### src/gbn_pkg.sv
// Shared types and constants for the Go-Back-N sender window block.
// Used by the window core and the top level.
`timescale 1ns / 1ps

package gbn_pkg;

  localparam int SEQ_SPACE_DEF = 20;
  localparam int CFG_DW        = 8;

  localparam logic [7:0] TOTAL_PACKETS_RST = 8'd5;
  localparam logic [4:0] WINDOW_SIZE_RST   = 5'd4;
  localparam logic [7:0] TIMEOUT_LIMIT_RST = 8'd20;

  typedef enum logic [1:0] {
    CFG_TOTAL_PACKETS = 2'd0,
    CFG_WINDOW_SIZE   = 2'd1,
    CFG_TIMEOUT_LIMIT = 2'd2
  } cfg_idx_t;

  typedef struct packed {
    logic [7:0] total_packets;
    logic [4:0] window_size;
    logic [7:0] timeout_limit;
  } cfg_t;

  typedef struct packed {
    logic       send_valid;
    logic [7:0] send_code;
    logic [7:0] packet_index;
    logic       timed_out;
    logic       ack_rejected;
    logic       finished;
  } result_t;

endpackage

### src/gbn_in_if.sv
// Input channel of the Go-Back-N sender window: one polling round per item.
// Standalone valid/ready interface; no package dependency.
`timescale 1ns / 1ps

interface gbn_in_if;
  logic       valid;
  logic       ready;
  logic       ack_valid;
  logic [7:0] ack_byte;

  modport source (output valid, output ack_valid, output ack_byte, input ready);
  modport sink (input valid, input ack_valid, input ack_byte, output ready);
endinterface

### src/gbn_out_if.sv
// Result channel of the Go-Back-N sender window: one result item per round.
// Standalone valid/ready interface; no package dependency.
`timescale 1ns / 1ps

interface gbn_out_if;
  logic       valid;
  logic       ready;
  logic       send_valid;
  logic [7:0] send_code;
  logic [7:0] packet_index;
  logic       timed_out;
  logic       ack_rejected;
  logic       finished;

  modport source (output valid, output send_valid, output send_code, output packet_index,
                  output timed_out, output ack_rejected, output finished, input ready);
  modport sink (input valid, input send_valid, input send_code, input packet_index,
                input timed_out, input ack_rejected, input finished, output ready);
endinterface

### src/gbn_core.sv
// Window state and per-round update logic of the Go-Back-N sender.
// Depends on gbn_pkg for the configuration and result structs.
`timescale 1ns / 1ps

module gbn_core import gbn_pkg::*; #(
  parameter int SEQ_SPACE = SEQ_SPACE_DEF
) (
  input  logic       clk,
  input  logic       rst_n,
  input  logic       step,
  input  logic       ack_valid,
  input  logic [7:0] ack_byte,
  input  cfg_t       cfg,
  output result_t    res
);

  localparam int SEQ_W = (SEQ_SPACE > 2) ? $clog2(SEQ_SPACE) : 1;

  logic [SEQ_SPACE-1:0] slot_free_r, slot_free_nxt;
  logic [SEQ_W-1:0]     next_seq_r, next_seq_nxt;
  logic [SEQ_W-1:0]     base_seq_r, base_seq_nxt;
  logic [7:0]           sent_count_r, sent_count_nxt;
  logic [7:0]           idle_rounds_r, idle_rounds_nxt;
  logic                 done_r, done_nxt;

  logic [SEQ_W-1:0]     win_dist, ack_dist, outstanding, ack_seq, seq_inc, ack_inc;
  logic [7:0]           ack_idx, sent_after;
  logic [8:0]           idle_inc;
  logic                 do_send, ack_ok, do_timeout;

  function automatic logic [SEQ_W-1:0] ring_dist(logic [SEQ_W-1:0] from, logic [SEQ_W-1:0] to);
    logic [SEQ_W:0] d;
    if (to >= from) begin
      d = {1'b0, to} - {1'b0, from};
    end else begin
      d = {1'b0, to} + (SEQ_W+1)'(SEQ_SPACE) - {1'b0, from};
    end
    return d[SEQ_W-1:0];
  endfunction

  function automatic logic [SEQ_W-1:0] seq_plus1(logic [SEQ_W-1:0] s);
    logic [SEQ_W:0] t;
    t = {1'b0, s} + (SEQ_W+1)'(1);
    return (t == (SEQ_W+1)'(SEQ_SPACE)) ? '0 : t[SEQ_W-1:0];
  endfunction

  always_comb begin
    win_dist   = ring_dist(base_seq_r, next_seq_r);
    do_send    = !done_r && (8'(win_dist) < {3'b0, cfg.window_size}) &&
                 slot_free_r[next_seq_r] && (sent_count_r < cfg.total_packets);
    seq_inc    = seq_plus1(next_seq_r);
    sent_after = do_send ? sent_count_r + 8'd1 : sent_count_r;

    ack_idx    = ack_byte - 8'd1;
    ack_ok     = ack_valid && (ack_idx < 8'(SEQ_SPACE));
    ack_seq    = ack_idx[SEQ_W-1:0];
    ack_dist   = ring_dist(base_seq_r, ack_seq);
    ack_inc    = seq_plus1(ack_seq);

    idle_inc   = {1'b0, idle_rounds_r} + 9'd1;
    do_timeout = !done_r && !ack_valid && (idle_inc > {1'b0, cfg.timeout_limit});
    outstanding = ring_dist(base_seq_r, do_send ? seq_inc : next_seq_r);

    slot_free_nxt   = slot_free_r;
    next_seq_nxt    = do_send ? seq_inc : next_seq_r;
    base_seq_nxt    = base_seq_r;
    sent_count_nxt  = sent_after;
    idle_rounds_nxt = idle_rounds_r;
    done_nxt        = done_r;

    for (int j = 0; j < SEQ_SPACE; j++) begin
      if (do_send && (next_seq_r == SEQ_W'(j))) begin
        slot_free_nxt[j] = 1'b0;
      end
      if (!done_r && ack_ok && (ring_dist(base_seq_r, SEQ_W'(j)) <= ack_dist)) begin
        slot_free_nxt[j] = 1'b1;
      end
      if (do_timeout &&
          (8'(ring_dist(base_seq_r, SEQ_W'(j))) < {3'b0, cfg.window_size})) begin
        slot_free_nxt[j] = 1'b1;
      end
    end

    if (!done_r) begin
      if (ack_valid) begin
        if (ack_ok) begin
          base_seq_nxt = ack_inc;
        end
        idle_rounds_nxt = '0;
        if ((sent_after >= cfg.total_packets) && (ack_byte == cfg.total_packets)) begin
          done_nxt = 1'b1;
        end
      end else if (do_timeout) begin
        sent_count_nxt  = (sent_after >= 8'(outstanding)) ? sent_after - 8'(outstanding) : '0;
        next_seq_nxt    = base_seq_r;
        idle_rounds_nxt = '0;
      end else begin
        idle_rounds_nxt = idle_inc[7:0];
      end
    end

    res.send_valid   = do_send;
    res.send_code    = do_send ? 8'(next_seq_r) + 8'd1 : '0;
    res.packet_index = do_send ? sent_count_r : '0;
    res.timed_out    = do_timeout;
    res.ack_rejected = !done_r && ack_valid && !ack_ok;
    res.finished     = done_nxt;
  end

  always_ff @(posedge clk) begin
    if (!rst_n) begin
      slot_free_r   <= '1;
      next_seq_r    <= '0;
      base_seq_r    <= '0;
      sent_count_r  <= '0;
      idle_rounds_r <= '0;
      done_r        <= 1'b0;
    end else if (step) begin
      slot_free_r   <= slot_free_nxt;
      next_seq_r    <= next_seq_nxt;
      base_seq_r    <= base_seq_nxt;
      sent_count_r  <= sent_count_nxt;
      idle_rounds_r <= idle_rounds_nxt;
      done_r        <= done_nxt;
    end
  end

  a_done_sticky: assert property (@(posedge clk) disable iff (!rst_n)
    done_r |=> done_r)
    else $error("finished flag dropped without reset");

  a_done_quiet: assert property (@(posedge clk) disable iff (!rst_n)
    (step && done_r) |-> (!res.send_valid && !res.timed_out && !res.ack_rejected))
    else $error("activity after the transfer completed");

  a_seq_range: assert property (@(posedge clk) disable iff (!rst_n)
    (next_seq_r < SEQ_W'(SEQ_SPACE - 1) || next_seq_r == SEQ_W'(SEQ_SPACE - 1)) &&
    (base_seq_r < SEQ_W'(SEQ_SPACE - 1) || base_seq_r == SEQ_W'(SEQ_SPACE - 1)))
    else $error("sequence pointer outside the sequence space");

  a_rewind: assert property (@(posedge clk) disable iff (!rst_n)
    (step && res.timed_out) |=> (next_seq_r == $past(base_seq_r)))
    else $error("timeout did not rewind to the window base");

  a_send_advances: assert property (@(posedge clk) disable iff (!rst_n)
    (step && res.send_valid && !res.timed_out) |=> (sent_count_r == $past(sent_count_r) + 8'd1))
    else $error("send did not advance the packet count");

endmodule

### src/go_back_n_sender_window_top.sv
// Go-Back-N sender window: input register, window core, result register.
// A round is held in the input register; its core result is then held in the result register.
// Throughput: one round per cycle while the result side is not stalled; the core updates all state per round.
// Reset (synchronous, rst_n low) restores configuration defaults, frees every slot and
// clears the pointers, counters and finished flag. Depends on gbn_pkg, gbn_in_if,
// gbn_out_if and gbn_core.
`timescale 1ns / 1ps

module go_back_n_sender_window_top import gbn_pkg::*; #(
  parameter int SEQ_SPACE = SEQ_SPACE_DEF
) (
  input  logic              clk,
  input  logic              rst_n,
  gbn_in_if.sink            in_if,
  gbn_out_if.source         out_if,
  input  logic              cfg_we,
  input  logic [1:0]        cfg_idx,
  input  logic [CFG_DW-1:0] cfg_wdata
);

  cfg_t       cfg_r;
  logic       in_v_r;
  logic       in_ack_valid_r;
  logic [7:0] in_ack_byte_r;
  logic       out_v_r;
  result_t    out_res_r;
  result_t    core_res;
  logic       advance, step;

  assign advance     = !out_v_r || out_if.ready;
  assign step        = in_v_r && advance;
  assign in_if.ready = !in_v_r || advance;

  always_ff @(posedge clk) begin
    if (!rst_n) begin
      cfg_r.total_packets <= TOTAL_PACKETS_RST;
      cfg_r.window_size   <= WINDOW_SIZE_RST;
      cfg_r.timeout_limit <= TIMEOUT_LIMIT_RST;
    end else if (cfg_we) begin
      case (cfg_idx_t'(cfg_idx))
        CFG_TOTAL_PACKETS: cfg_r.total_packets <= cfg_wdata[7:0];
        CFG_WINDOW_SIZE:   cfg_r.window_size   <= cfg_wdata[4:0];
        CFG_TIMEOUT_LIMIT: cfg_r.timeout_limit <= cfg_wdata[7:0];
        default: begin
        end
      endcase
    end
  end

  always_ff @(posedge clk) begin
    if (!rst_n) begin
      in_v_r  <= 1'b0;
      out_v_r <= 1'b0;
    end else begin
      if (in_if.ready) begin
        in_v_r <= in_if.valid;
      end
      if (advance) begin
        out_v_r <= in_v_r;
      end
    end
  end

  always_ff @(posedge clk) begin
    if (in_if.valid && in_if.ready) begin
      in_ack_valid_r <= in_if.ack_valid;
      in_ack_byte_r  <= in_if.ack_byte;
    end
    if (step) begin
      out_res_r <= core_res;
    end
  end

  gbn_core #(
    .SEQ_SPACE (SEQ_SPACE)
  ) u_core (
    .clk       (clk),
    .rst_n     (rst_n),
    .step      (step),
    .ack_valid (in_ack_valid_r),
    .ack_byte  (in_ack_byte_r),
    .cfg       (cfg_r),
    .res       (core_res)
  );

  assign out_if.valid        = out_v_r;
  assign out_if.send_valid   = out_res_r.send_valid;
  assign out_if.send_code    = out_res_r.send_code;
  assign out_if.packet_index = out_res_r.packet_index;
  assign out_if.timed_out    = out_res_r.timed_out;
  assign out_if.ack_rejected = out_res_r.ack_rejected;
  assign out_if.finished     = out_res_r.finished;

  a_no_drop: assert property (@(posedge clk) disable iff (!rst_n)
    (out_v_r && !out_if.ready) |=> (out_v_r && $stable(out_res_r)))
    else $error("stalled result was overwritten");

  a_step_fills: assert property (@(posedge clk) disable iff (!rst_n)
    step |=> out_v_r)
    else $error("processed round produced no result");

  a_hold_input: assert property (@(posedge clk) disable iff (!rst_n)
    (in_v_r && !advance) |=> (in_v_r && $stable(in_ack_byte_r) && $stable(in_ack_valid_r)))
    else $error("buffered round lost while the result side stalled");

endmodule
### src/flat_wrapper.sv
// flat-port wrapper written by rule: the top's interface ports become plain ports
module go_back_n_sender_window_top_flat import gbn_pkg::*;
#(
  parameter int SEQ_SPACE = SEQ_SPACE_DEF
)
  (clk, rst_n, cfg_we, cfg_idx, cfg_wdata, in_if_valid, in_if_ack_valid, in_if_ack_byte, in_if_ready, out_if_valid, out_if_send_valid, out_if_send_code, out_if_packet_index, out_if_timed_out, out_if_ack_rejected, out_if_finished, out_if_ready);
  gbn_in_if in_if_i ();
  gbn_out_if out_if_i ();
  input  logic clk;
  input  logic rst_n;
  input  logic cfg_we;
  input  logic [1:0] cfg_idx;
  input  logic [CFG_DW-1:0] cfg_wdata;
  input wire logic [$bits(in_if_i.valid)-1:0] in_if_valid;
  input wire logic [$bits(in_if_i.ack_valid)-1:0] in_if_ack_valid;
  input wire logic [$bits(in_if_i.ack_byte)-1:0] in_if_ack_byte;
  output wire logic [$bits(in_if_i.ready)-1:0] in_if_ready;
  output wire logic [$bits(out_if_i.valid)-1:0] out_if_valid;
  output wire logic [$bits(out_if_i.send_valid)-1:0] out_if_send_valid;
  output wire logic [$bits(out_if_i.send_code)-1:0] out_if_send_code;
  output wire logic [$bits(out_if_i.packet_index)-1:0] out_if_packet_index;
  output wire logic [$bits(out_if_i.timed_out)-1:0] out_if_timed_out;
  output wire logic [$bits(out_if_i.ack_rejected)-1:0] out_if_ack_rejected;
  output wire logic [$bits(out_if_i.finished)-1:0] out_if_finished;
  input wire logic [$bits(out_if_i.ready)-1:0] out_if_ready;
  assign in_if_i.valid = in_if_valid;
  assign in_if_i.ack_valid = in_if_ack_valid;
  assign in_if_i.ack_byte = in_if_ack_byte;
  assign in_if_ready = in_if_i.ready;
  assign out_if_valid = out_if_i.valid;
  assign out_if_send_valid = out_if_i.send_valid;
  assign out_if_send_code = out_if_i.send_code;
  assign out_if_packet_index = out_if_i.packet_index;
  assign out_if_timed_out = out_if_i.timed_out;
  assign out_if_ack_rejected = out_if_i.ack_rejected;
  assign out_if_finished = out_if_i.finished;
  assign out_if_i.ready = out_if_ready;
  go_back_n_sender_window_top #(.SEQ_SPACE(SEQ_SPACE)) u_core (.clk(clk), .rst_n(rst_n), .in_if(in_if_i), .out_if(out_if_i), .cfg_we(cfg_we), .cfg_idx(cfg_idx), .cfg_wdata(cfg_wdata));
endmodule
### config.mk
export PLATFORM = sky130hd
export DESIGN_NAME = go_back_n_sender_window_top_flat
export DESIGN_NICKNAME = d
export VERILOG_FILES = /design/src/gbn_pkg.sv /design/src/gbn_in_if.sv /design/src/gbn_out_if.sv /design/src/gbn_core.sv /design/src/go_back_n_sender_window_top.sv /design/src/flat_wrapper.sv
export SDC_FILE = /design/constraint.sdc
export NUM_CORES = 1
export LEC_CHECK = 0
export ABC_AREA = 1
export ABC_CLOCK_PERIOD_IN_PS = 6500
export BUFFER_PORTS_ARGS = -buffer_cell sky130_fd_sc_hd__clkbuf_2
export CORE_ASPECT_RATIO = 0.7
export CORE_MARGIN = 10
export CORE_UTILIZATION = 55
export DETAILED_ROUTE_END_ITERATION = 6
export GPL_TIMING_DRIVEN = 0
export HOLD_SLACK_MARGIN = 0.08
export PLACE_DENSITY = 0.84
export SLEW_MARGIN = 10
export SYNTH_ARGS = -nofsm -noshare
export SYNTH_HDL_FRONTEND = slang
export SYNTH_SLANG_ARGS = --single-unit
export TNS_END_PERCENT = 1
### constraint.sdc
create_clock -name clk -period 6.5 [get_ports clk]
set_input_delay 1.3 -clock clk [delete_from_list [all_inputs] [get_ports clk]]
set_output_delay 1.3 -clock clk [all_outputs]
set_load 0.005 [all_outputs]
; After elaboration in Yosys (flattened, before gate mapping)
; Cells that the tools add are included.
[totals]
regBits = 99
out_inout_bits = 22
word_cells = 416
[classes]
magnitude_cmp = 70
bitwise_logic = 1
reduce_logical = 126
eq_ne = 24
add_sub_neg = 56
mux = 101
[op_table]
columns = op, count
row1 = $mux W5, 29
row2 = $lt A5 B5 Y1, 21
row3 = $le A5 B5 Y1, 20
row4 = $sub A5 B5 Y5 const A, 16
row5 = $logic_and A1 B1 Y1, 72
row6 = $mux W1, 64
row7 = $reduce_bool A3 Y1, 20
row8 = $mux W8, 7
row9 = $reduce_and A2 Y1, 24
row10 = $eq A5 B4 Y1 const B, 8
row11 = $ge A4 B5 Y1 const A, 8
row12 = $sub A3 B5 Y5 const A, 8
row13 = $sub A4 B5 Y5 const A, 8
row14 = $sub A5 B5 Y5, 6
row15 = $eq A5 B3 Y1 const B, 4
row16 = $eq A5 B5 Y1 const B, 4
row17 = $ge A3 B5 Y1 const A, 4
row18 = $ge A5 B5 Y1 const A, 4
row19 = $sub A1 B5 Y5 const A, 4
row20 = $sub A2 B5 Y5 const A, 4
row21 = $add A5 B1 Y6 const B, 3
row22 = $add A5 B5 Y5 const B, 3
row23 = $ge A5 B5 Y1, 3
row24 = $eq A6 B5 Y1 const B, 2
row25 = 24 further kinds, 32

; Depth between registers and ports, before layout
; Gate-level depths: netlist of run 1.
[depth]
ltp_word = 16
ltp_mapped = 44
ltp_nobuf = 41

; Hierarchy
; From an unflattened synthesis of run 1, not the netlist that was laid out.
[hier_totals]
hier_cells = 1508
hier_area_um2 = 11162.0
[by_module_without_submodules]
columns = mod, cells_each, seq_area_each_um2, n_inst, area_per_inst_um2
row1 = gbn_core, 1338, 940.9, 1, 9316.4
row2 = go_back_n_sender_window_top, 170, 1331.3, 1, 1845.5

; Worst setup path after synthesis of run 1
; OpenSTA, ideal clock, no wires.
[synth_path]
path_kind = reg-to-reg
startpoint = register u_core.u_core.base_seq_r[2]
endpoint = register u_core.u_core.sent_count_r[1]
t_arrival_ps = 5963
t_required_ps = 6336
slack_ps = 373
path_stages_with_launch = 38
period_less_slack_ps = 6127
setup_ps = 164
cell_sequence = dfxtp_1 clkbuf_1 clkinv_1 fa_1 o21bai_1 nand2_1 o21ai_0 a21o_1 nand2_1 o21ai_0 ha_1 nor3_1 nand3_1 nor2_1 nand2_1 nor2_2 nand3_2 buf_6 [... 2 more ...] o21ai_0 o21ai_2 inv_1 ha_1 ha_1 fa_1 mux2i_1 ha_1 a21o_1 a21oi_1 or2_2 o21ai_0 nand2_1 nand2_1 nor2_2 inv_2 nand3_1 a31oi_1
[synth_between]
elab_chain_cells = 15
elab_cells_between_ends = 21
cone_classes = 6 x add/sub / 4 x order compare / 8 x mux / 3 x reduce/logical
[synth_lines]
columns = item, line
row1 = start: declaration, gbn_core.sv:21  ; logic [SEQ_W-1:0] base_seq_r, base_seq_nxt;
row2 = start signal: assignment, gbn_core.sv:121  ; base_seq_r <= base_seq_nxt;
row3 = $sub A5 B5 Y5 (tied with other cells), gbn_core.sv:36  ; d = {1'b0, to} + (SEQ_W+1)'(SEQ_SPACE) - {1'b0, from};
row4 = $mux W5, gbn_core.sv:33  ; if (to >= from) begin
row5 = $lt A5 B5 Y1, gbn_core.sv:49  ; do_send = !done_r && (8'(win_dist) < {3'b0, cfg.window_size}) &&
row6 = $logic_and A1 B1 Y1 (2 in series), gbn_core.sv:49
row7 = $logic_and A1 B1 Y1, gbn_core.sv:50  ; slot_free_r[next_seq_r] && (sent_count_r < cfg.total_packets);
row8 = $mux W5, gbn_core.sv:62  ; outstanding = ring_dist(base_seq_r, do_send ? seq_inc : next_seq_r);
row9 = $add A5 B5 Y5, gbn_core.sv:36
row10 = $sub A5 B5 Y5, gbn_core.sv:36
row11 = $mux W5, gbn_core.sv:33
row12 = $sub A8 B5 Y8 or $ge A8 B5 Y1 (tied branches), gbn_core.sv:94  ; sent_count_nxt = (sent_after >= 8'(outstanding)) ? sent_after - 8'(outstanding) : '0;
row13 = $mux W8, gbn_core.sv:94
row14 = $mux W8, gbn_core.sv:93  ; end else if (do_timeout) begin
row15 = $mux W8, gbn_core.sv:85  ; if (ack_valid) begin
row16 = $mux W8 *, gbn_core.sv:84  ; if (!done_r) begin
row17 = end signal: assignment, gbn_core.sv:122  ; sent_count_r <= sent_count_nxt;
row18 = end: declaration, gbn_core.sv:22  ; logic [7:0] sent_count_r, sent_count_nxt;
; Every way passes the cells marked *; elsewhere a longest branch is shown, timed or not.
; A chain may end at the register's enable or synchronous reset.

; Worst setup path in the final report of run 1
[layout_path]
startpoint = register u_core.u_core.next_seq_r[2]
endpoint = register u_core.u_core.sent_count_r[1]
[layout_between]
elab_chain_cells = 16
elab_cells_between_ends = 27
cone_classes = 8 x add/sub / 4 x order compare / 1 x eq/ne / 11 x mux / 3 x reduce/logical
[layout_lines]
columns = item, line
row1 = start: declaration, gbn_core.sv:20  ; logic [SEQ_W-1:0] next_seq_r, next_seq_nxt;
row2 = start signal: assignment, gbn_core.sv:120  ; next_seq_r <= next_seq_nxt;
row3 = $add A5 B5 Y5, gbn_core.sv:36
row4 = $sub A5 B5 Y5, gbn_core.sv:36
row5 = $mux W5, gbn_core.sv:33
row6 = $lt A5 B5 Y1, gbn_core.sv:49
row7 = $logic_and A1 B1 Y1 (2 in series), gbn_core.sv:49
row8 = $logic_and A1 B1 Y1, gbn_core.sv:50
row9 = $mux W5, gbn_core.sv:62
row10 = $add A5 B5 Y5, gbn_core.sv:36
row11 = $sub A5 B5 Y5, gbn_core.sv:36
row12 = $mux W5, gbn_core.sv:33
row13 = $sub A8 B5 Y8 or $ge A8 B5 Y1 (tied branches), gbn_core.sv:94
row14 = $mux W8, gbn_core.sv:94
row15 = $mux W8, gbn_core.sv:93
row16 = $mux W8, gbn_core.sv:85
row17 = $mux W8 *, gbn_core.sv:84
; Every way passes the cells marked *; elsewhere a longest branch is shown, timed or not. The select of a mux whose other input is x is not followed.

==> results of run 1 <==
[sequential cells by signal, indices dropped and copies added, names as in the netlist]
name,count
u_core.cfg_r,21
u_core.in_ack_byte_r,8
u_core.in_ack_valid_r,1
u_core.in_v_r,1
u_core.out_if.ack_rejected,1
u_core.out_if.finished,1
u_core.out_if.packet_index,8
u_core.out_if.send_code,6
u_core.out_if.send_valid,1
u_core.out_if.timed_out,1
u_core.out_if.valid,1
u_core.u_core.base_seq_r,5
u_core.u_core.done_r,1
u_core.u_core.idle_rounds_r,8
u_core.u_core.next_seq_r,5
u_core.u_core.sent_count_r,8
u_core.u_core.slot_free_r,20
[synth_stat cells (21+ instances only)]
| cell type | count |
|---|---|
| nor2_1 | 105 |
| dfxtp_1 | 70 |
| nand3_1 | 88 |
| nand2_1 | 264 |
| nand4_1 | 30 |
| inv_1 | 154 |
| xor2_1 | 53 |
| edfxtp_1 | 27 |
| a21oi_1 | 137 |
| clkbuf_1 | 21 |
| o21ai_0 | 169 |
| ha_1 | 217 |
[cell type report]
type	count	area, µm²	area share
clock inverter	7	45.0	0.00377
clock buffer	9	225	0.0189
buffer	33	201	0.0169
multi-input combinational	1185	7890	0.661
inverter	168	649	0.0544
timing repair buffer	61	368	0.0308
sequential	97	2220	0.186
tap	264	330	0.0277
[where the power goes]
group | switching (mW) | internal [mW] | leakage, nW
Sequential | 0.0426 | 0.675 | 0.834
Combinational | 1.83 | 1.27 | 4.67
Clock | 0.252 | 0.259 | 0.127
Total | 2.12 | 2.21 | 5.63
[worst max-delay path, delay by kind of cell, from the launching register on]
| kind | cells | cell delay (ps) |
|---|---|---|
| muxes | 1 | 180 |
| adders and majority gates | 6 | 1940 |
| buffers and inverters | 8 | 930 |
| DFF | 1 | 380 |
| xor gates and xnor gates | 1 | 190 |
| AOI/OAI and AO/OA | 9 | 1290 |
| and+or+nand+nor | 13 | 1180 |
[metrics by stage]
| stage | hold slack, ps | utilization | setup TNS, ps | power (mW) |
|---|---|---|---|---|
| final | 468 | 0.624 | 0 | 4.33 |
| after CTS | 464 | 0.613 | 0 | 3.89 |
| after global routing | 504 | 0.624 | -766 | 4.68 |
| after detailed placement | 455 | 0.597 | -9440 | 3.35 |
| after global placement | 450 | 0.594 | -16780 | 3.22 |
| after floorplan | 433 | - | 0 | 2.75 |
[layer usage]
layer,share of wire,track usage,up-vias
li1,-,-,5218
met1,0.43,0.349,4994
met2,0.41,0.380,608
met3,0.14,0.0846,70
met4,0.018,0.0620,2
met5,0.00039,0,-
[worst min path at each step]
stage / start / endpoint / slack, ps / depth (start not counted)
6_report: u_core.cfg_r[1]$_SDFFE_PN0P_ / u_core.cfg_r[1]$_SDFFE_PN0P_ / 470 / 2
5_1_grt: u_core.cfg_r[6]$_SDFFE_PN0P_ / u_core.cfg_r[6]$_SDFFE_PN0P_ / 500 / 2
4_1_cts: u_core.cfg_r[1]$_SDFFE_PN0P_ / u_core.cfg_r[1]$_SDFFE_PN0P_ / 460 / 2
3_5_place_dp: u_core.cfg_r[1]$_SDFFE_PN0P_ / u_core.cfg_r[1]$_SDFFE_PN0P_ / 460 / 2
3_3_place_gp: u_core.cfg_r[1]$_SDFFE_PN0P_ / u_core.cfg_r[1]$_SDFFE_PN0P_ / 450 / 2
2_1_floorplan: u_core.cfg_r[1]$_SDFFE_PN0P_ / u_core.cfg_r[1]$_SDFFE_PN0P_ / 430 / 2
[cells by family (layout without fill, tap and decap cells)]
group | Yosys count | count (layout) | share of synthesized area
AOI/OAI and AO/OA | 361 | 361 | 0.179
buffers and inverters | 202 | 278 | 0.0757
adders and majority gates | 230 | 230 | 0.275
muxes | 5 | 5 | 0.00486
and+or+nand+nor | 513 | 513 | 0.202
xor gates and xnor gates | 73 | 73 | 0.0591
other | 1 | 3 | 0.000347
DFF | 97 | 97 | 0.204
[timing repair]
item | CTS | global route
setup buffers | 1 | 16
resized for setup | 13 | 30
endpoints found under the setup margin | 8 | 8
hold buffers | 0 | 0
cloned | 0 | 0
pin swaps | 0 | 6
==> impl_summary.md, run 1 <==
Placement
The placed instances occupy a cell area of 0.0114 mm². Routability-driven placement finished with a final weighted congestion of 0.970. The number of cells after detailed placement is roughly 1800. The number of buffers added on ports is 42. The post-place setup slack is -1190 ps. After legalization and detailed placement, the total HPWL measured 25800 µm.

CTS
Clock-pin slew was measured on the worst setup and hold paths at 70 ps. The number of buffers created by CTS is 9. The TritonCTS clock tree is yes. The clock passes through at most 2 buffers. The clock latency on the worst-skew pair is roughly 370 ps.

The clock sink total is 97. The master cell of the clock root buffer is clkbuf_16. The H-tree was split into 3 levels.

STA
The final number of max-transition violations is 0. Based on the critical path, the design can be clocked at up to 160 MHz. The clock arrives with 14.1 ps of skew. The final period utilization is 0.960.

The measured slew at the worst slew-check pin is 1120 ps. The final critical delay including setup and external delays is 6240 ps. The final critical-path setup slack is around 260 ps.

The worst slew margin relative to its limit is 0.251. Setup violations remaining at the end of the flow were counted as 0. The final hold violation count is 0.

Finish
After the flow finishes, the layout carries non-filler instances totaling about 1800. The number of filler cells placed in the layout is 1670. At the end of the flow, the number of nets in the layout was 1809. The most frequent standard cell in the layout excluding fill and tap cells is nand2_1. Once layout is done, the placed cells without fillers occupy 0.0119 mm². Of the cells placed in the final design, the portion with a size suffix greater than 1 is 0.0885. Leaving out fill and tap cells, the most frequent cells in the layout are nand2_1, ha_1, o21ai_0, inv_1, a21oi_1. The number of antenna diodes in the final layout is 0. The layout overhead on the synthesized area is 10.3%.

Synthesis
In the post-synthesis netlist, the biggest area contributors are ha_1, dfxtp_1, nand2_1, o21ai_0, edfxtp_1. Synthesis inferred 97 register bits. The number of standard cells after synthesis is 1482.

For this run, the register share of the synthesized area comes to 0.204. Yosys printed 0 warnings. In this run the mean area of a mapped cell was 7.30 µm². The most used flip-flop cell after synthesis is dfxtp_1.

The area share of the leading cell type in the synthesized netlist is 0.251. The biggest area consumer among synthesized cells is ha_1. The number of library cell types mapped by synthesis is 53. Summing every instance area after synthesis gives 0.0108 mm².

Counting flops with a built-in enable in the synthesized netlist gives 27. Counting flops with an async set or reset pin after synthesis yields a share of 0.

Global routing
The via count of the first global-routing pass is 10311. The first global-routing pass estimated 53400 µm of wire. The number of antenna violations at the first check in global routing is 1. The global-route congestion overflow total is 0. The overall global routing resource usage is 0.256. The largest net degree at the start of global routing is 28.

Power
VDD sags by at most 0.398 mV. The analysis attributes to cell leakage a power of 5.63 nW. Power spread over the standard cell area amounts to 363 mW/mm².

Critical path
For this design, the slowest cell found on the critical path is ha_2. The timing endpoint of the critical path is u_core.u_core.sent_count_r[1]$_SDFFE_PN0P_. On the worst path, the slowest cell contributes a delay of 410 ps.

The beginning of the worst register-to-register path is u_core.u_core.next_seq_r[2]$_SDFFE_PN0P_. The slack of the worst reg-to-reg path is 260 ps. At the worst endpoint, the arrival time is 6460 ps. The endpoint identified for the worst register-to-register timing path is u_core.u_core.sent_count_r[1]$_SDFFE_PN0P_. The worst setup path is launched from a register. At the worst endpoint, the required time is 6710 ps.

The launching element of the worst setup path is u_core.u_core.next_seq_r[2]$_SDFFE_PN0P_. The most prevalent standard cell on the critical path is nand2_1. Along the worst path, the maximum fanout reaches 10. The number of cells on the worst reg-to-reg path is 38. STA classifies the critical path endpoint as a register. The worst setup path is of the reg2reg kind.

Drt
The vias per cell is 5.97. The vias after detailed routing is 10892. The DRC violations left is 0. After the first detailed-routing iteration, the DRC count stood at 1537. The routed length per placed instance is between 15 and 20 µm.

The number of iterations in the first detailed-routing pass is 6. For this block, the routed nets add up to 33600 µm of wire. The antenna violation net count after detailed routing is 0.

Min path
The worst min-delay path category is reg2reg.

Floorplan
In this run the core area contains 42 standard-cell rows. The region available for standard cell placement spans 0.0191 mm². The floorplan step set the die height to 137 µm. The die area is 0.0258 mm².

The starting utilization of the core area is 0.566. Measured along the x axis, the die boundary spans 188 µm. The number of placed I/O pins is 46.

Flow run
Max-cap violations in this run came to 0.

Run status
The flow ran to the end, and the final reports show no timing, DRC or antenna violations.
No activity file was read; power rests on OpenSTA's default activity.
==> run 2, diff against run 1 <==
--- a/config.mk
+++ b/config.mk
@@ -11,6 +11,7 @@
 export CORE_ASPECT_RATIO = 0.7
 export CORE_MARGIN = 10
 export CORE_UTILIZATION = 55
+export CTS_BUF_LIST = sky130_fd_sc_hd__clkbuf_4
 export DETAILED_ROUTE_END_ITERATION = 6
 export GPL_TIMING_DRIVEN = 0
 export HOLD_SLACK_MARGIN = 0.08
==> run 2 against run 1 <==
Effect of this change:
- global-route usage is 0.25 points lower
- sequential share of layout area rose by 0.25 points
- die area unchanged
- core utilization down 0.73 points
- non-clock buffer count unchanged
- critical endpoint unchanged
- largest cell class unchanged
- highest routed layer is now met4
==> impl_summary.md, run 2 (same netlist as run 1, synthesis figures left out) <==
CTS
The clock reaches the later pin of the worst-skew pair after 550 ps. In this run, post-CTS hold repair placed 0 buffers. The maximum clock path buffer count is 2. TritonCTS built the clock tree. The maximum level of the CTS H-tree is 3. The number of buffers created by CTS is 9. Counting every sink on the clock net gives 97. Clock-pin slew was measured on the worst setup and hold paths at 160 ps.

The tree is rooted in a clkbuf_4.

Power
Dividing total power by cell area gives a power density of roughly 350 mW/mm². The final total power is 4.12 mW. The peak ir drop on the vdd network is roughly 0.43 mV. The leakage power total is 5.56 nW.

Drt
The routed length per placed instance is 18.2 µm. The final layout contains routed wiring with a total length of 33100 µm. The antenna violation net count after detailed routing is 0.

After the first detailed-routing iteration, the DRC count stood at 1359. The vias after detailed routing is 10833. The pre-antenna-repair detailed-routing pass consisted of 6 iterations.

The DRC violations left is 0. The vias per cell is 5.94.

STA
Headroom to the max-slew limit came out at 0.276. The final critical delay including setup and external delays is 6190 ps. Timing would allow up to 162 MHz. The final setup violation count is 0. The clock skew after layout is about 42 ps. The final critical-path setup slack is approximately 310 ps. The final hold violation count is 0. The summed negative setup slack over all endpoints is 0 ps. Of the available clock period, the critical path in the final layout requires 0.952. At the pin with the least slew margin, the transition time is 1080 ps. The final number of max-transition violations is 0.

Global routing
The largest net degree at the start of global routing is 28. For this run, the total global-route usage over all layers was measured as 0.253. The number of antenna violations at the first check in global routing was 1. The first global-routing pass estimated 52600 µm of wire. The total overflow left after global routing is 0.

The via count of the first global-routing pass is just over 10000.

Finish
The share of cells above drive strength 1 is 0.0904. The layout overhead on the synthesized area is 9.03%. Counting flops per register, the top entry is u_core.cfg_r. The number of filler cells placed in the layout is roughly 1700. The top cell types in the final layout, fill and taps aside, are nand2_1, ha_1, o21ai_0, inv_1, a21oi_1.

At the end of the flow, the number of nets in the layout was 1809. The register with the most flip-flops in the layout has 21 of them. In the final layout, the registers with the most flip-flops are u_core.cfg_r: 21 flops, u_core.u_core.slot_free_r: 20 flops. Measured on the finished design, the core utilization comes to 0.617.

Leaving out fill and tap cells, the most frequent cell in the layout is nand2_1.

Floorplan
The die span in y is 137 µm. The initial utilization of the core area, before any placement, comes to 0.566. During I/O placement, the number of pins put on the boundary was 46. The total core area is 0.0191 mm². After floorplanning, the core was divided into 42 placement rows. The die is 188 µm wide. The die area is 0.0258 mm².

Critical path
Data on the critical path arrives at its endpoint at 6590 ps. The critical-path maximum fanout is 10. Data on the critical path is required at its endpoint by 6900 ps. The kind of end point of the critical path is a register. The most prevalent standard cell on the critical path is nand2_1. The slowest library cell on the worst path is fa_1. The kind of launch point of the worst setup path is a register. For this run, the slowest stage of the critical path takes between 400 and 500 ps. The critical path in this run is classified as reg2reg.

Placement
The post-DP HPWL is ~26000 µm. The routability-driven placement congestion ratio is slightly below 1. The post-place setup slack is -1190 ps. The number of buffers added on ports is 42.

Run status
The run finished with clean final reports.

Flow run
The count of max-cap constraint violations is 0.

Min path
In this run the worst hold path is classified as reg2reg.
## run 2: path summary, 6_finish.rpt
| path | depth (start not counted) | from | slack, ps | end |
|---|---|---|---|---|
| max | 41 | u_core.u_core.base_seq_r[1]$_SDFFE_PN0P_ | 310 | u_core.u_core.sent_count_r[1]$_SDFFE_PN0P_ |
| min | 2 | u_core.cfg_r[1]$_SDFFE_PN0P_ | 480 | u_core.cfg_r[1]$_SDFFE_PN0P_ |
| max reg2reg | 41 | u_core.u_core.base_seq_r[1]$_SDFFE_PN0P_ | 310 | u_core.u_core.sent_count_r[1]$_SDFFE_PN0P_ |
| min reg2reg | 2 | u_core.cfg_r[1]$_SDFFE_PN0P_ | 480 | u_core.cfg_r[1]$_SDFFE_PN0P_ |
## run 2: critical path, delay by kind of cell (launching register included)
kind / cells / cell delay [ps]
AND/OR/NAND/NOR: 14 / 1180
multiplexers: 2 / 320
buffers and inverters: 8 / 790
flip-flops: 1 / 410
adder cells (fa/ha/maj): 6 / 1790
AO/OA/AOI/OAI: 11 / 1550
## run 2: what timing repair did
action | in CTS | in global routing
pin swaps | 0 | 6
setup endpoints to repair | 8 | 8
gates resized for setup | 13 | 34
buffers inserted | 1 | 16
## run 2: routing by layer
metal,vias to the layer above,wire length (µm),GRT usage
li1,5223,-,-
met2,613,13400,0.371
met3,56,4750,0.103
met5,-,0,0
met4,0,553,0.0620
met1,4941,14500,0.339
## run 2: where the power goes
part | internal [mW] | switching (mW) | total [mW] | leakage, nW
Sequential | 0.676 | 0.0427 | 0.719 | 0.835
Clock | 0.0771 | 0.238 | 0.315 | 0.0574
Combinational | 1.28 | 1.80 | 3.08 | 4.67
## run 2: area by class of cell
type / instances / area [µm²] / share of cell area
multi-input combinational: 1185 / 7910 / 0.670
sequential: 97 / 2230 / 0.189
inverter: 168 / 649 / 0.0550
timing repair buffer: 61 / 368 / 0.0312
tap: 264 / 330 / 0.0280
buffer: 33 / 201 / 0.0171
clock buffer: 9 / 67.6 / 0.00573
clock inverter: 7 / 45.0 / 0.00382
antenna: 1 / 2.50 / 0.000212
## run 2: stage by stage
stage | instance area [µm²] | cells | hold slack, ps
floorplan | 10800 | 1484 | 433
global placement | 11400 | 1790 | 450
detailed placement | 11400 | 1792 | 455
CTS | 11600 | 1808 | 474
global route | 11800 | 1825 | 515
finish | 11800 | 1825 | 477
==> run 3, diff against run 2 <==
--- a/config.mk
+++ b/config.mk
@@ -5,7 +5,6 @@
 export SDC_FILE = /design/constraint.sdc
 export NUM_CORES = 1
 export LEC_CHECK = 0
-export ABC_AREA = 1
 export ABC_CLOCK_PERIOD_IN_PS = 6500
 export BUFFER_PORTS_ARGS = -buffer_cell sky130_fd_sc_hd__clkbuf_2
 export CORE_ASPECT_RATIO = 0.7
==> run 3 against run 2 <==
Effect of this change:
- critical path depth fell by 9
- global-route usage rose by 0.10 points
- setup slack got worse by 280 ps
- synthesized cell count fell by 15%
- core utilization rose by 1.3 points
- hold slack improved by 47 ps
- count of clock-buffer cells in the layout did not move
- combinational power fell by 72%
- cell count fell by 10%
- via count fell by 1.9%
- sequential power fell by 8.5%
- power fell by 54%
- critical path type unchanged
==> impl_summary.md, run 3 <==
Run status
The flow ran to the end, and the final reports show no timing, DRC or antenna violations.

Critical path
The critical-path maximum fanout is 10. The kind of end point of the critical path is a register. On the worst path, the slowest cell contributes a delay of 430 ps. Among the stages of the critical path, the cell type that occurs most often is buf_4. For this design, the slowest cell found on the critical path is fa_1. The type of the worst setup path is reg2reg. The endpoint required time on the critical path is 6920 ps.

STA classifies the critical path startpoint as a register. At the worst endpoint, the arrival time is 6890 ps.

Placement
The routability-driven placement congestion ratio is 1.02. After detailed placement, the total cell area comes to 0.0117 mm². Timing analysis after detailed placement gives a worst setup slack of -1540 ps.

The count of buffers added on input and output ports is 42. Detailed placement finished with a half-perimeter wire length of 26300 µm.

CTS
The clock tree synthesis step divided the H-tree into 3 levels. The number of buffers created by CTS is 9. For this design, the CTS-stage hold fixing added 0 buffers. The TritonCTS clock tree is yes. The clock sink total is 97. The clock-pin slew on the worst setup and hold paths is roughly 190 ps. For the worst-skew pair, the clock arrives at the later sink with an insertion delay of 520 ps. The master cell of the clock root buffer is clkbuf_4.

The maximum clock path buffer count is 2.

STA
Once routing completed, OpenROAD measured the worst setup slack at 36.2 ps. The worst slew margin relative to its limit is 0.250. For this run, the top clock speed supported by timing is 155 MHz. In the finished design, the share of the clock period the worst path needs comes to 0.994. The final number of max-transition violations is 0. The final critical delay including setup and external delays is ~6500 ps.

Setup violations remaining at the end of the flow were counted as 0. The final hold violation count is 0. The measured slew at the worst slew-check pin is ~1100 ps. Summed over all failing endpoints, the final setup total negative slack is 0 ps. The clock skew after layout is 20.3 ps.

Floorplan
The total core area is 0.0197 mm². The initialized floorplan defines between 40 and 50 standard-cell rows. The die is 139 µm tall.

The die area is between 0.02 and 0.03 mm². The horizontal die dimension is 189 µm. The number of placed I/O pins is 46. For this configuration, the core starts out at a cell density of 0.559.

Global routing
The via count of the first global-routing pass is ~10000. The overall global routing resource usage is 0.254. The first global-routing pass estimated between 50000 and 60000 µm of wire.

The number of antenna violations at the first check in global routing is 2. Global routing finished with a remaining overflow of 0. Entering global routing, the biggest net connects 28 pins.

Power
Of the total power, the share spent switching nets is 0.395. The power share of the combinational group is 0.452. The portion of total power attributed to sequential cells is 0.345. The relative contribution of the clock network to total power is 0.203. The worst-case IR drop observed on VDD is around 0.11 mV. Summed over all nets, the switching power comes to 0.753 mW. The leakage power total is between 5 and 6 nW.

Dividing total power by cell area gives a power density of approximately 150 mW/mm². The internal portion of the total power is 1.15 mW.

Synthesis
The fraction of the mapped netlist area in simple logic gates is 0.119. The leading cell type by number of instances after synthesis is ha_1. Yosys printed 0 warnings. In this run, synthesis produced a sequential element count of 97. The average instance in the mapped netlist occupies 8.73 µm². Among all flip-flop cells after synthesis, the most frequent one is dfxtp_1.

Of the total synthesized cell area, the portion taken by XOR and XNOR cells is 0.0769. Yosys attributes the largest share of cell area to ha_1, dfxtp_1, edfxtp_1, a21o_1, xnor2_1. The mux share of post-synthesis cell area is 0.0416. The sequential cell area fraction in the yosys report is 0.200. After technology mapping, the gate count stands at 1265. The post-synthesis instance area is ~0.011 mm². The fraction of the mapped netlist area in adder cells is 0.269. The biggest area consumer among synthesized cells is ha_1. Of all flip-flops after synthesis, the portion carrying an async set or reset was 0. The number of flops mapped to enable cells by yosys is 27.

By count the netlist is led by ha_1, a21o_1, a21oi_1. The number of library cell types mapped by synthesis is 76. After synthesis, the largest family of logic cells by area is adder cells.

The area share of the leading cell type in the synthesized netlist is 0.246. The compound-cell area share of the yosys netlist is 0.245.

Drt
Dividing the detail-routed via count by the number of cells gives about 6.5. After detailed routing, the number of remaining DRC violations is 0. The final route contains 10625 vias. The first detailed-routing pass ran for 7 iterations. The wire length after detailed routing is between 30000 and 40000 µm.

The first routing iteration left 1819 violations. The routed length per placed instance is roughly 21 µm. The antenna violation net count after detailed routing is 0.

Finish
In the final design database the tool counted ~1600 nets. Once layout is complete, the utilization of the core stands at 0.630. The register with the most flip-flops in the layout has 21 of them. The largest registers in the layout are u_core.cfg_r: 21 flops, u_core.u_core.slot_free_r: 20 flops. The area growth from synthesis to layout is 12.6%.

In the final layout, the share of cells above drive strength 1 is 0.132. In the layout the commonest cells are ha_1, a21o_1, a21oi_1, nand2_1, nor2_1. More flip-flops sit in one register than any other, and that register is u_core.cfg_r. The final design instance area without fill is 0.0124 mm². The library cell used most frequently in the layout, excluding fill and tap cells, is ha_1.

Min path
The tightest min-delay check is of the reg2reg type.

Flow run
The count of max-cap constraint violations is 0.
run 3: cell families (layout without fill, tap and decap cells):
kind of cell | Yosys count | in the layout
mux | 42 | 42
compound gates | 401 | 401
other cells | 1 | 4
flops | 97 | 97
fa+ha+maj | 230 | 230
simple gates | 272 | 272
buf+inv | 125 | 227
xor+xnor | 97 | 97
run 3: routing by layer:
metal,GRT usage,part of all wire
met2,0.347,0.39
met3,0.0899,0.14
met1,0.363,0.44
met5,0,0
met4,0.0746,0.028
run 3: area by class of cell:
type | instances | area, µm²
Buffer | 56 | 287
Sequential cell | 97 | 2230
Clock buffer | 9 | 67.6
Timing Repair Buffer | 88 | 586
Inverter | 66 | 277
Timing Repair inverter | 1 | 5.00
Multi-Input combinational cell | 1045 | 8540
Fill cell | 1614 | 7310
Tap cell | 270 | 338
Clock inverter | 7 | 100
Antenna cell | 1 | 2.50
run 3: repair_timing:
| item | 4_1_cts | 5_1_grt |
|---|---|---|
| pin swaps | 13 | 16 |
| setup endpoints to repair | 8 | 8 |
| buffers inserted | 22 | 21 |
| resized for setup | 25 | 32 |
| gates cloned | 1 | 0 |
| endpoints found under the hold margin | 0 | 0 |
run 3: per-stage QoR:
| stage | instances | hold WS, ps | power, mW |
|---|---|---|---|
| final | 1640 | 524 | 1.91 |
| after global routing | 1640 | 539 | 2.00 |
| after CTS | 1619 | 514 | 1.83 |
| after detailed placement | 1582 | 478 | 1.41 |
| after global placement | 1579 | 468 | 1.35 |
| after floorplan | 1267 | 437 | 1.19 |
run 3: power groups by stage:
stage | logic, mW | clock network (mW) | registers [mW]
floorplan | 0.526 | 0 | 0.666
detailed placement | 0.736 | 0 | 0.671
finish | 0.860 | 0.387 | 0.658
global placement | 0.683 | 0 | 0.670
global route | 0.935 | 0.408 | 0.659
CTS | 0.794 | 0.380 | 0.657
run 3: final timing paths:
path,startpoint,end,slack (ps),cells after the start
setup / recovery,u_core.u_core.next_seq_r[2]$_SDFFE_PN0P_,u_core.u_core.sent_count_r[0]$_SDFFE_PN0P_,40,32
hold / removal,u_core.cfg_r[7]$_SDFFE_PN0P_,u_core.cfg_r[7]$_SDFFE_PN0P_,520,2
setup reg to reg,u_core.u_core.next_seq_r[2]$_SDFFE_PN0P_,u_core.u_core.sent_count_r[0]$_SDFFE_PN0P_,40,32
hold reg to reg,u_core.cfg_r[7]$_SDFFE_PN0P_,u_core.cfg_r[7]$_SDFFE_PN0P_,520,2
run 3: worst max-delay path, delay by kind of cell (launching register included):
family | cells | cell delay, ps
buffers and inverters | 6 | 850
xor gates and xnor gates | 2 | 300
adders and majority gates | 6 | 1730
muxes | 1 | 150
and+or+nand+nor | 5 | 580
DFF | 1 | 390
AOI/OAI and AO/OA | 12 | 2350
